File: src/rtl/assert_macros.svh
// Assertion helpers shared by the RTL; they compile away under SYNTHESIS.
`ifndef ASSERT_MACROS_SVH
`define ASSERT_MACROS_SVH

`ifndef SYNTHESIS

// expr must hold at every clock edge outside reset
`define ASSERT_INV(lbl, clk, rst, expr) \
   lbl: assert property (@(posedge clk) disable iff (rst) (expr)) \
      else $error("invariant violated");

// ante implies cons in the same cycle
`define ASSERT_IMP(lbl, clk, rst, ante, cons) \
   lbl: assert property (@(posedge clk) disable iff (rst) (ante) |-> (cons)) \
      else $error("implication violated");

// ante implies cons in the next cycle
`define ASSERT_NXT(lbl, clk, rst, ante, cons) \
   lbl: assert property (@(posedge clk) disable iff (rst) (ante) |=> (cons)) \
      else $error("next-cycle implication violated");

`else

`define ASSERT_INV(lbl, clk, rst, expr)
`define ASSERT_IMP(lbl, clk, rst, ante, cons)
`define ASSERT_NXT(lbl, clk, rst, ante, cons)

`endif

`endif

File: src/rtl/hrp_pkg.sv
package hrp_pkg;

   localparam int unsigned LENGTH_LINES = 10;
   localparam int unsigned LINE_W      = 4;
   localparam int unsigned KEY_LEN     = 15;
   localparam int unsigned KEY_POS_W   = $clog2(KEY_LEN + 1);
   localparam int unsigned KEY_HIT_W   = 2 ** KEY_POS_W;
   localparam int unsigned QUEUE_DEPTH = 4;
   localparam int unsigned QUEUE_PTR_W = $clog2(QUEUE_DEPTH);
   localparam int unsigned QUEUE_CNT_W = $clog2(QUEUE_DEPTH + 1);
   localparam int unsigned LEN_W       = 63;
   localparam int unsigned STATUS_W    = 10;
   localparam int unsigned COUNT_W     = 16;

   localparam logic [7:0] CHAR_SPACE = 8'h20;
   localparam logic [7:0] CHAR_LF    = 8'h0A;
   localparam logic [7:0] CHAR_ZERO  = 8'h30;
   localparam logic [7:0] CHAR_NINE  = 8'h39;

   localparam logic [31:0] TERMINATOR = 32'h0D0A_0D0A;

   localparam logic [STATUS_W-1:0] STATUS_NONE = 10'd400;
   localparam logic [STATUS_W-1:0] STATUS_MAX  = 10'd999;
   localparam logic [STATUS_W-1:0] STATUS_OK_LO = 10'd200;
   localparam logic [STATUS_W-1:0] STATUS_OK_HI = 10'd299;

   localparam logic [COUNT_W-1:0] LIMIT_RESET = 16'd2048;

   localparam logic [7:0] KEY_TEXT [KEY_LEN] = '{
      8'h43, 8'h6F, 8'h6E, 8'h74, 8'h65, 8'h6E, 8'h74, 8'h2D,
      8'h4C, 8'h65, 8'h6E, 8'h67, 8'h74, 8'h68, 8'h3A
   };

   typedef enum logic [1:0] {
      OUT_OK         = 2'd0,
      OUT_BAD_STATUS = 2'd1,
      OUT_TOO_LONG   = 2'd2,
      OUT_RX_ERROR   = 2'd3
   } outcome_type;

   // one classified request as it sits in the queue
   typedef struct packed {
      logic [7:0]           data;
      logic                 rx_error;
      logic                 is_digit;
      logic [3:0]           digit;
      logic                 is_space;
      logic                 is_lf;
      logic [KEY_HIT_W-1:0] key_hit;
   } item_type;

   typedef struct packed {
      logic [COUNT_W-1:0]  header_bytes;
      outcome_type         outcome;
      logic                length_found;
      logic [LEN_W-1:0]    content_length;
      logic [STATUS_W-1:0] status_code;
   } result_type;

endpackage

File: src/rtl/hrp_front.sv
module hrp_front (
   input  logic              req_tvalid,
   output logic              req_tready,
   input  logic [7:0]        req_tdata,
   input  logic              req_tuser,
   input  logic              q_full_i,
   output logic              q_push_o,
   output hrp_pkg::item_type q_item_o
);
   import hrp_pkg::*;

   assign req_tready = !q_full_i;
   assign q_push_o   = req_tvalid && !q_full_i;

   // classify the byte so the parser only selects precomputed flags
   always_comb begin
      q_item_o          = '0;
      q_item_o.data     = req_tdata;
      q_item_o.rx_error = req_tuser;
      q_item_o.is_digit = (req_tdata >= CHAR_ZERO) && (req_tdata <= CHAR_NINE);
      q_item_o.digit    = q_item_o.is_digit ? 4'(req_tdata - CHAR_ZERO) : 4'd0;
      q_item_o.is_space = (req_tdata == CHAR_SPACE);
      q_item_o.is_lf    = (req_tdata == CHAR_LF);
      for (int i = 0; i < KEY_LEN; i++) begin
         q_item_o.key_hit[i] = (req_tdata == KEY_TEXT[i]);
      end
   end

endmodule

File: src/rtl/hrp_queue.sv
`include "assert_macros.svh"

module hrp_queue (
   input  logic              clock,
   input  logic              reset,
   input  logic              push_i,
   input  hrp_pkg::item_type item_i,
   output logic              full_o,
   output logic              valid_o,
   input  logic              pop_i,
   output hrp_pkg::item_type item_o
);
   import hrp_pkg::*;

   item_type                 mem_ff [QUEUE_DEPTH];
   logic [QUEUE_PTR_W-1:0]   wr_ptr_ff, wr_ptr_in;
   logic [QUEUE_PTR_W-1:0]   rd_ptr_ff, rd_ptr_in;
   logic [QUEUE_CNT_W-1:0]   count_ff, count_in;

   assign full_o  = (count_ff == QUEUE_CNT_W'(QUEUE_DEPTH));
   assign valid_o = (count_ff != '0);
   assign item_o  = mem_ff[rd_ptr_ff];

   always_comb begin
      wr_ptr_in = push_i ? wr_ptr_ff + 1'b1 : wr_ptr_ff;
      rd_ptr_in = pop_i ? rd_ptr_ff + 1'b1 : rd_ptr_ff;
      count_in  = count_ff + QUEUE_CNT_W'(push_i) - QUEUE_CNT_W'(pop_i);
   end

   always_ff @(posedge clock) begin
      if (reset) begin
         wr_ptr_ff <= '0;
         rd_ptr_ff <= '0;
         count_ff  <= '0;
      end else begin
         wr_ptr_ff <= wr_ptr_in;
         rd_ptr_ff <= rd_ptr_in;
         count_ff  <= count_in;
      end
   end

   always_ff @(posedge clock) begin
      if (push_i) begin
         mem_ff[wr_ptr_ff] <= item_i;
      end
   end

   `ASSERT_INV(a_count_bound, clock, reset, count_ff <= QUEUE_CNT_W'(QUEUE_DEPTH))
   `ASSERT_IMP(a_no_pop_empty, clock, reset, pop_i, count_ff != '0)
   `ASSERT_IMP(a_no_push_full, clock, reset, push_i, !full_o)

endmodule

File: src/rtl/hrp_back.sv
`include "assert_macros.svh"

module hrp_back (
   input  logic                         clock,
   input  logic                         reset,
   input  logic [hrp_pkg::COUNT_W-1:0]  header_limit_i,
   input  logic                         q_valid_i,
   input  hrp_pkg::item_type            q_item_i,
   output logic                         q_pop_o,
   output logic                         rsp_valid_o,
   input  logic                         rsp_ready_i,
   output hrp_pkg::result_type          rsp_o
);
   import hrp_pkg::*;

   typedef enum logic [2:0] {
      PH_KEY,
      PH_MISS,
      PH_SPACE,
      PH_DIGITS,
      PH_DONE
   } line_phase_type;

   typedef enum logic [1:0] {
      ST_TOKEN,
      ST_SPACE,
      ST_DIGITS,
      ST_DONE
   } status_phase_type;

   logic [31:0]            last_four_ff, last_four_in;
   logic [COUNT_W-1:0]     count_ff, count_in;
   logic [LINE_W-1:0]      line_ff, line_in;
   line_phase_type         line_ph_ff, line_ph_in;
   logic [KEY_POS_W-1:0]   key_pos_ff, key_pos_in;
   logic [STATUS_W-1:0]    status_ff, status_in;
   status_phase_type       st_ph_ff, st_ph_in;
   logic [LEN_W-1:0]       length_ff, length_in;
   logic                   seen_ff, seen_in;
   logic                   rsp_valid_ff;
   result_type             rsp_ff, res_in;
   logic                   res_fire;

   logic [STATUS_W+3:0]    status_mul;
   logic [STATUS_W-1:0]    status_sat;
   logic [LEN_W+3:0]       length_mul;
   logic [LEN_W-1:0]       length_sat;

   assign q_pop_o     = q_valid_i && (!rsp_valid_ff || rsp_ready_i);
   assign rsp_valid_o = rsp_valid_ff;
   assign rsp_o       = rsp_ff;

   // x*10 + d as two shifted adds; saturate on overflow
   always_comb begin
      status_mul = ({4'b0, status_ff} << 3) + ({4'b0, status_ff} << 1)
                 + (STATUS_W + 4)'(q_item_i.digit);
      status_sat = (status_mul > (STATUS_W + 4)'(STATUS_MAX)) ? STATUS_MAX
                 : status_mul[STATUS_W-1:0];
      length_mul = ({4'b0, length_ff} << 3) + ({4'b0, length_ff} << 1)
                 + (LEN_W + 4)'(q_item_i.digit);
      length_sat = (length_mul[LEN_W+3:LEN_W] != 4'b0) ? {LEN_W{1'b1}}
                 : length_mul[LEN_W-1:0];
   end

   always_comb begin
      last_four_in = {last_four_ff[23:0], q_item_i.data};
      count_in     = (count_ff != {COUNT_W{1'b1}}) ? count_ff + 1'b1 : count_ff;
      line_in      = line_ff;
      line_ph_in   = line_ph_ff;
      key_pos_in   = key_pos_ff;
      status_in    = status_ff;
      st_ph_in     = st_ph_ff;
      length_in    = length_ff;
      seen_in      = seen_ff;

      if (line_ff == '0) begin
         unique case (st_ph_ff)
            ST_TOKEN: begin
               if (q_item_i.is_space) st_ph_in = ST_SPACE;
            end
            ST_SPACE: begin
               if (q_item_i.is_digit) begin
                  status_in = STATUS_W'(q_item_i.digit);
                  st_ph_in  = ST_DIGITS;
               end else if (!q_item_i.is_space) begin
                  st_ph_in = ST_DONE;
               end
            end
            ST_DIGITS: begin
               if (q_item_i.is_digit) status_in = status_sat;
               else                   st_ph_in  = ST_DONE;
            end
            ST_DONE: begin
            end
         endcase
      end

      if (q_item_i.is_lf) begin
         if (line_ff != {LINE_W{1'b1}}) line_in = line_ff + 1'b1;
         line_ph_in = PH_KEY;
         key_pos_in = '0;
      end else begin
         unique case (line_ph_ff)
            PH_KEY: begin
               if (line_ff < LINE_W'(LENGTH_LINES) && key_pos_ff < KEY_POS_W'(KEY_LEN) &&
                   q_item_i.key_hit[key_pos_ff]) begin
                  key_pos_in = key_pos_ff + 1'b1;
                  if (key_pos_ff == KEY_POS_W'(KEY_LEN - 1)) begin
                     line_ph_in = PH_SPACE;
                     seen_in    = 1'b1;
                     length_in  = '0;
                  end
               end else begin
                  line_ph_in = PH_MISS;
               end
            end
            PH_SPACE: begin
               if (q_item_i.is_digit) begin
                  length_in  = LEN_W'(q_item_i.digit);
                  line_ph_in = PH_DIGITS;
               end else if (!q_item_i.is_space) begin
                  line_ph_in = PH_DONE;
               end
            end
            PH_DIGITS: begin
               if (q_item_i.is_digit) length_in  = length_sat;
               else                   line_ph_in = PH_DONE;
            end
            PH_MISS, PH_DONE: begin
            end
            default: begin
               line_ph_in = PH_MISS;
            end
         endcase
      end

      res_in              = '0;
      res_in.header_bytes = count_in;
      priority if (q_item_i.rx_error) begin
         res_fire            = 1'b1;
         res_in.outcome      = OUT_RX_ERROR;
         res_in.header_bytes = count_ff;
      end else if (count_in >= header_limit_i) begin
         res_fire       = 1'b1;
         res_in.outcome = OUT_TOO_LONG;
      end else if (last_four_in == TERMINATOR) begin
         res_fire              = 1'b1;
         res_in.status_code    = status_in;
         res_in.content_length = length_in;
         res_in.length_found   = seen_in;
         res_in.outcome        = (status_in >= STATUS_OK_LO && status_in <= STATUS_OK_HI)
                               ? OUT_OK : OUT_BAD_STATUS;
      end else begin
         res_fire = 1'b0;
      end
   end

   always_ff @(posedge clock) begin
      if (reset || (q_pop_o && res_fire)) begin
         // restart parsing on reset and after every response
         last_four_ff <= '0;
         count_ff     <= '0;
         line_ff      <= '0;
         line_ph_ff   <= PH_KEY;
         key_pos_ff   <= '0;
         status_ff    <= STATUS_NONE;
         st_ph_ff     <= ST_TOKEN;
         length_ff    <= '0;
         seen_ff      <= 1'b0;
      end else if (q_pop_o) begin
         last_four_ff <= last_four_in;
         count_ff     <= count_in;
         line_ff      <= line_in;
         line_ph_ff   <= line_ph_in;
         key_pos_ff   <= key_pos_in;
         status_ff    <= status_in;
         st_ph_ff     <= st_ph_in;
         length_ff    <= length_in;
         seen_ff      <= seen_in;
      end

      if (reset) begin
         rsp_valid_ff <= 1'b0;
      end else if (q_pop_o && res_fire) begin
         rsp_valid_ff <= 1'b1;
      end else if (rsp_ready_i) begin
         rsp_valid_ff <= 1'b0;
      end

      if (q_pop_o && res_fire) begin
         rsp_ff <= res_in;
      end
   end

   `ASSERT_INV(a_status_range, clock, reset, status_ff <= STATUS_MAX)
   `ASSERT_INV(a_key_pos_range, clock, reset, key_pos_ff <= KEY_POS_W'(KEY_LEN))
   `ASSERT_IMP(a_length_needs_key, clock, reset, !seen_ff, length_ff == '0)

endmodule

File: src/rtl/http_response_header_parser_top.sv
// HTTP response header parser. Feed the received response one byte per request on req_*
// (req_tuser high flags a receive failure; its byte is ignored). When CR LF CR LF ends the
// header, when the byte count reaches header_limit (csr_wr_data, reset 2048), or on a
// receive failure, one response comes out on rsp_* and the parser restarts. The block
// takes one byte every clock while the queue has room: a classifier and a four-entry
// queue in front, and a parser that consumes one queue entry per cycle unless a response
// waits on rsp_tready, so the rate is set by that single parser step. The output register
// lets the next bytes keep flowing into the queue while a response waits for rsp_tready.
module http_response_header_parser_top (
   input  logic        clock,
   input  logic        reset,
   input  logic        req_tvalid,
   output logic        req_tready,
   input  logic [7:0]  req_tdata,   // [7:0] data_byte
   input  logic        req_tuser,   // [0] rx_error
   output logic        rsp_tvalid,
   input  logic        rsp_tready,
   output logic [95:0] rsp_tdata,   // [9:0] status_code, [72:10] content_length,
                                    // [88:73] header_bytes, [95:89] zero
   output logic [2:0]  rsp_tuser,   // [0] length_found, [2:1] outcome
   input  logic        csr_wr_en,
   input  logic [15:0] csr_wr_data
);
   import hrp_pkg::*;

   logic [COUNT_W-1:0] header_limit_ff;
   logic               q_full;
   logic               q_push;
   item_type           q_in_item;
   logic               q_valid;
   logic               q_pop;
   item_type           q_out_item;
   result_type         result;

   always_ff @(posedge clock) begin
      if (reset) begin
         header_limit_ff <= LIMIT_RESET;
      end else if (csr_wr_en) begin
         header_limit_ff <= csr_wr_data;
      end
   end

   hrp_front u_front (
      .req_tvalid (req_tvalid),
      .req_tready (req_tready),
      .req_tdata  (req_tdata),
      .req_tuser  (req_tuser),
      .q_full_i   (q_full),
      .q_push_o   (q_push),
      .q_item_o   (q_in_item)
   );

   hrp_queue u_queue (
      .clock   (clock),
      .reset   (reset),
      .push_i  (q_push),
      .item_i  (q_in_item),
      .full_o  (q_full),
      .valid_o (q_valid),
      .pop_i   (q_pop),
      .item_o  (q_out_item)
   );

   hrp_back u_back (
      .clock          (clock),
      .reset          (reset),
      .header_limit_i (header_limit_ff),
      .q_valid_i      (q_valid),
      .q_item_i       (q_out_item),
      .q_pop_o        (q_pop),
      .rsp_valid_o    (rsp_tvalid),
      .rsp_ready_i    (rsp_tready),
      .rsp_o          (result)
   );

   assign rsp_tdata = {7'b0, result.header_bytes, result.content_length, result.status_code};
   assign rsp_tuser = {result.outcome, result.length_found};

endmodule

File: config.mk
export PLATFORM = sky130hd
export DESIGN_NAME = http_response_header_parser_top
export DESIGN_NICKNAME = d
export VERILOG_FILES = /design/src/rtl/hrp_pkg.sv /design/src/rtl/hrp_front.sv /design/src/rtl/hrp_queue.sv /design/src/rtl/hrp_back.sv /design/src/rtl/http_response_header_parser_top.sv
export VERILOG_INCLUDE_DIRS = /design/src /design/src/rtl
export SDC_FILE = /design/constraint.sdc
export NUM_CORES = 1
export LEC_CHECK = 0
export ABC_AREA = 0
export BUFFER_PORTS_ARGS = -buffer_cell sky130_fd_sc_hd__buf_4
export CAP_MARGIN = 20
export CORE_MARGIN = 4
export CORE_UTILIZATION = 30
export CTS_BUF_LIST = sky130_fd_sc_hd__clkbuf_8 sky130_fd_sc_hd__clkbuf_16
export CTS_CLUSTER_DIAMETER = 100
export CTS_CLUSTER_SIZE = 16
export DETAILED_ROUTE_END_ITERATION = 10
export SYNTH_ARGS = -nofsm -noshare
export SYNTH_HDL_FRONTEND = slang
export SYNTH_SLANG_ARGS = --single-unit
File: constraint.sdc
create_clock -name clock -period 12.82 [get_ports clock]
set_clock_uncertainty 0.1 [all_clocks]
set_input_delay 2.564 -clock clock [delete_from_list [all_inputs] [get_ports clock]]
set_output_delay 2.564 -clock clock [all_outputs]
set_load 0.03 [all_outputs]
==> After elaboration in Yosys (flattened, before gate mapping) <==
Memories as Yosys holds them, arrays and structs flattened. A register that Yosys moved wholly into a read port is not among the register bits.
Cells that the tools add are included.
{ "word_totals": {"latchBits": 0, "n_memories": 1, "input_bits": 30, "ramBits": 124, "mem_bits_ro": 0, "regBits": 243} }
{ "classes": {"n_lt_le_gt_ge": 9, "n_mul": 0, "n_div": 0, "shift": 0, "mux": 48, "bitwise_logic": 1, "n_reduce_logical": 27, "addsub": 12, "n_eq_ne": 30} }
{ "memory_table": {"columns": ["name", "words", "width", "rd", "rd_clocked_by_memory_dff", "wr", "line_no", "text"], "rows": [
  ["u_queue.mem_ff", 4, 31, 1, 1, 1, "hrp_queue.sv:15", "item_type mem_ff [QUEUE_DEPTH];"]
]} }
{ "op_table": {"columns": ["op", "count"], "rows": [
  ["$mux W63", 6],
  ["$pmux W63 S3", 1],
  ["$mux W75", 1],
  ["$add A66 B64 Y67", 1],
  ["$add A67 B4 Y67", 1],
  ["$eq A8 B7 Y1 const B", 8],
  ["$mux W10", 4],
  ["$eq A32 B28 Y1 const B", 1],
  ["$mux W16", 2],
  ["$eq A8 B6 Y1 const B", 3],
  ["$pmux W10 S2", 1],
  ["$mux W3", 6],
  ["$add A16 B1 Y16 const B", 1],
  ["$ge A16 B16 Y1", 1],
  ["$mux W4", 4],
  ["$ne A16 B16 Y1 const B", 1],
  ["$add A13 B11 Y14", 1],
  ["$add A14 B4 Y14", 1],
  ["$gt A14 B10 Y1 const B", 1],
  ["$mux W1", 14],
  ["$mux W2", 6],
  ["$ne A4 B4 Y1 const B", 3],
  ["$pmux W3 S4", 1],
  ["$ge A10 B8 Y1 const B", 1],
  ["37 further kinds", 57]
]} }

==> Logic depth before layout (Yosys ltp) <==
{ "logic_depth": {"depth_word": 12, "ltp_mapped": 25} }

==> Modules after synthesis <==
From an unflattened synthesis, not the netlist that was laid out.
{ "hier_totals": {"hier_cells": 2128, "hier_area_um2": 21498.1} }
{ "modules_own_cells": {"columns": ["mod", "area_each_um2", "cells_each", "n_inst"], "rows": [
  ["hrp_back", 15411.0, 1806, 1],
  ["hrp_queue", 5096.1, 209, 1],
  ["http_response_header_parser_top", 638.1, 60, 1],
  ["hrp_front", 352.8, 53, 1]
]} }

==> Least setup slack after synthesis <==
Ideal clock, no wire load.
{ "synth_path": {"kind": "register to register", "start": "register u_back.count_ff[6]", "end": "register u_back.length_ff[12]", "setup_ns": 0.128, "t_arrival_ns": 8.214, "t_required_ns": 12.592, "path_buffers": 3, "stages_incl_launch_ff": 22, "path_slack_ns": 4.378, "path_cell_list": "dfxtp_1 > clkbuf_1 > nand4_1 > inv_1 > nand3_1 > nor2_1 > and4_1 > clkbuf_1 > nand3_1 > nand4_1 > nor2_1 > nand3_1 > xnor2_1 > ha_1 > nand4_1 > nor4_1 > a211oi_1 > nor2_1 > nor2_1 > nand3_1 > clkbuf_1 > o21ai_0"} }
{ "synth_via": {"elab_chain_cells": 7, "elab_cells_between_ends": 8} }
{ "synth_rtl": {"columns": ["item", "line_no", "text"], "rows": [
  ["start: declaration", "hrp_back.sv:32", "logic [COUNT_W-1:0] count_ff, count_in;"],
  ["start signal: assignment", "hrp_back.sv:172", "count_ff <= count_in;"],
  ["$add A16 B1 Y16 or $ne A16 B16 Y1 (tied branches)", "hrp_back.sv:67", "count_in = (count_ff != {COUNT_W{1'b1}}) ? count_ff + 1'b1 : count_ff;"],
  ["$mux W16 (*)", "hrp_back.sv:67", null],
  ["via u_back.count_in[8]", "hrp_back.sv:32", null],
  ["$ge A16 B16 Y1 (*)", "hrp_back.sv:143", "end else if (count_in >= header_limit_i) begin"],
  ["$mux W1 (*)", "hrp_back.sv:143", null],
  ["$mux W1 (*)", "hrp_back.sv:139", "priority if (q_item_i.rx_error) begin"],
  ["$logic_and A1 B1 Y1 (*)", "hrp_back.sv:159", "if (reset || (q_pop_o && res_fire)) begin"],
  ["$logic_or A1 B1 Y1 (*)", "hrp_back.sv:159", null],
  ["end signal: assignment", "hrp_back.sv:178", "length_ff <= length_in;"],
  ["end: declaration", "hrp_back.sv:38", "logic [LEN_W-1:0] length_ff, length_in;"]
]} }
The timed path passes the listed nets; every way through them passes the cells marked *.
A chain may end at the register's enable or synchronous reset.

==> flow_metrics.env <==
export IMPL_critPathMaxFanout=34
export IMPL_cp_slowest_cell="nand3_2"
export IMPL_area_delta_synth_final_pct=12.3
export IMPL_drc=0
export IMPL_clk_insertion_delay_late_ps=590
export IMPL_drv_cap=0
export IMPL_endpoint_kind="flop"
export IMPL_timing_final_ws_setup_ps=6780
export IMPL_layout_drive_gt1_share_pct=10.6
export IMPL_setup_violations=0
export IMPL_fin_crit_sh_pct=47.1
export IMPL_path_class="reg -> reg"
export IMPL_cts_resized=0
export IMPL_syn_area_per_cell_um2=9.63
export IMPL_post_cts_buffers=0
export IMPL_yosys_top_cells_area="edfxtp_1 (29%), dfxtp_1 (15%), ha_1 (11%)"
export IMPL_syn_area_um2=20500
export IMPL_powerDensity_nw_per_um2=172
export IMPL_synthFlopType="edfxtp_1"
export IMPL_drt_vias_per_instance=5.27
export IMPL_synth_top_area_share_pct=28.7
export IMPL_grt_max_degree=76
export IMPL_h_tree_depth=1
export IMPL_grtUsageTotal_pct=14.7
export IMPL_synth_cell_types=81
export IMPL_worst_pin_slew_ps=1140
export IMPL_port_buffers=123
export IMPL_total_power_mw=3.95
export IMPL_dieWidth_um=269
export IMPL_fmax_ghz=0.166
export IMPL_dieArea_um2=72600
export IMPL_ys_warn_count=0
export IMPL_grt_pass1_wl_um=88400
export IMPL_synth_area_leader_cell="edfxtp_1"
export IMPL_initial_core_util_pct=30.4
export IMPL_maxSlewHeadroom_pct=23.5
export IMPL_worstHoldStart="u_back.last_four_ff[21]"
export IMPL_layout_nets=2395
export IMPL_ys_seq_elements=349
export IMPL_final_max_slew_viol_count=0
export IMPL_synth_common_cells="nand2_1 (286), nor2_1 (198), edfxtp_1 (196)"
export IMPL_synthMostInstantiatedCell="nand2_1"
export IMPL_grt_pass1_vias=16000
export IMPL_cts_max_path_buffers=3
export IMPL_num_io_pins=131
export IMPL_hold_viol_final=0
export IMPL_hold_path_depth=2
export IMPL_dpl_worst_slack_ps=6830
export IMPL_yosysSeqAreaShare_pct=43.7
export IMPL_routed_wl_um=55300
export IMPL_rsz0062_at_grt="false"
export IMPL_drt_initial_drc_count=1076
export IMPL_rows=95
export IMPL_outcome="finished, final reports clean"
export IMPL_min_to="u_back.last_four_ff[21]"
export IMPL_critical_path_max_stage_delay_ps=740
export IMPL_async_flop_share_pct=0
export IMPL_cts_tree="done"
export IMPL_worstPathCellList="buf_4 -> mux4_2 -> fa_1 -> fa_1 -> a21o_1 -> a221oi_1 -> nor3b_1 -> o21ai_0 -> o21a_1 -> o31ai_1 -> a22oi_2 -> nand3_2 -> nor2_1 -> a22oi_1 -> a21o_1"
export IMPL_worstPathRequired_ps=13200
export IMPL_n_antenna_cell=0
export IMPL_timing_rr_end="u_back.length_ff[52]"
export IMPL_cts_sinks=349
export IMPL_core_area_um2=67400
export IMPL_synth_edf_count=196
export IMPL_hold_path_class="reg -> reg"
export IMPL_cp_start_kind="flop"
export IMPL_numCtsBuffers=26
export IMPL_period_needed_ps=6040
export IMPL_rrSetupSlack_ps=6780
export IMPL_num_vias=16200
export IMPL_dp_hpwl_um=40200
export IMPL_hold_slack_ps=357
export IMPL_peakVddDrop_mv=0.113
export IMPL_crit_arrival_ps=6420
export IMPL_overflow=0
export IMPL_ctsHoldBuffers=0
export IMPL_netlist_instances=2129
export IMPL_cts_root_buf="clkbuf_16"
export IMPL_wl_per_cell_um=18.0
export IMPL_fillers=6744
export IMPL_finalSetupTns_ps=0
export IMPL_first_pass_iters=7
export IMPL_gp_congestion=0.933
export IMPL_cellLeakagePower_nw=9.09
export IMPL_rr_worst_depth=15
export IMPL_clk_pin_slew_worst_paths_ps=80
export IMPL_ant_nets=0
export IMPL_antenna_found_initial=0
export IMPL_die_height_um=269
[final cells by class]
type / instances / area, um^2 / area share, %
multi-input combinational: 1607 / 10900 / 47.3
sequential: 349 / 8950 / 38.9
timing repair buffer: 143 / 1090 / 4.75
tap: 873 / 1090 / 4.75
clock buffer: 26 / 651 / 2.83
inverter: 58 / 218 / 0.946
clock inverter: 22 / 125 / 0.544
[cells in the final DEF (no fill, tap or decap), types with 16 or more instances in the layout]
cell	netlist	routed
nand2_1	286	286
nor2_1	198	196
edfxtp_1	196	196
ha_1	175	175
a21oi_1	170	170
dfxtp_1	153	152
o21ai_0	150	150
buf_4	10	142
inv_1	58	76
xnor2_1	50	50
xor2_1	44	44
a21o_1	39	39
nand3_1	38	37
a22o_1	36	36
nand4_1	34	34
nor3_1	34	33
mux4_2	26	26
clkbuf_16	0	26
mux2i_1	23	23
o21a_1	19	19
o211ai_1	17	17
a211oi_1	16	16
[layer usage]
metal	up-vias	part of all wire, %	global-route usage (%)
li1	7893	-	-
met1	7841	43	18.5
met2	405	50	26.5
met3	72	5.0	2.04
met4	0	2.1	3.48
met5	-	0	0
[sequential cells by signal, summed over array words and instances, names as in the netlist, named ones only]
signal,count
header_limit_ff,16
u_back.rsp_o,92
u_queue.count_ff,3
u_back.rsp_valid_o,1
u_back.status_ff,10
u_queue.mem_ff,104
u_back.st_ph_ff,2
u_queue.wr_ptr_ff,2
u_queue.rd_ptr_ff,2
u_back.count_ff,16
u_back.last_four_ff,24
u_back.line_ff,4
u_back.length_ff,63
u_back.line_ph_ff,3
u_back.seen_ff,1
u_back.key_pos_ff,4
[power by group]
part           total (mW)  leakage, nW  switching [mW]  internal (mW)
registers            1.60         3.02           0.132           1.47
clock network       0.786        0.440           0.414          0.373
logic                1.56         5.63            1.04          0.516
total                3.95         9.09            1.59           2.36
[worst max path at each step]
stage,startpoint,endpoint,slack (ps),cells after the start
2_1_floorplan,u_back.count_ff[6],u_back.length_ff[12],4380,21
3_3_place_gp,flop,u_back.length_ff[52],7020,15
3_5_place_dp,flop,u_back.length_ff[60],6830,16
4_1_cts,flop,u_back.length_ff[52],6800,16
5_1_grt,u_back.count_ff[3],u_back.length_ff[45],6380,20
6_report,flop,u_back.length_ff[52],6780,15
[critical path: cells and delay by family, from the launching register on]
family / cells / cell delay, ps
AOI/OAI and AO/OA: 8 / 1940
muxes: 1 / 610
and+or+nand+nor: 3 / 1490
DFF: 1 / 310
adders and majority gates: 2 / 980
buffers and inverters: 1 / 450
[metrics by stage]
stage          instances  instance area (um^2)  utilization [%]
2_1_floorplan       2135                 20500                -
3_3_place_gp        3029                 22200             32.9
3_5_place_dp        3030                 22200             33.0
4_1_cts             3078                 23000             34.1
5_1_grt             3078                 23000             34.1
6_report            3078                 23000             34.1
[cells by family after synthesis]
family                     Yosys count  synth area share, %
muxes                               60                 4.58
adders and majority gates          180                 11.2
DFF                                349                 43.7
and+or+nand+nor                    701                 15.4
AOI/OAI and AO/OA                  565                 17.5
xor gates and xnor gates            94                 4.02
buffers and inverters              179                 3.66
other                                1               0.0183
Note: power is estimated with default switching activity, not from simulation.
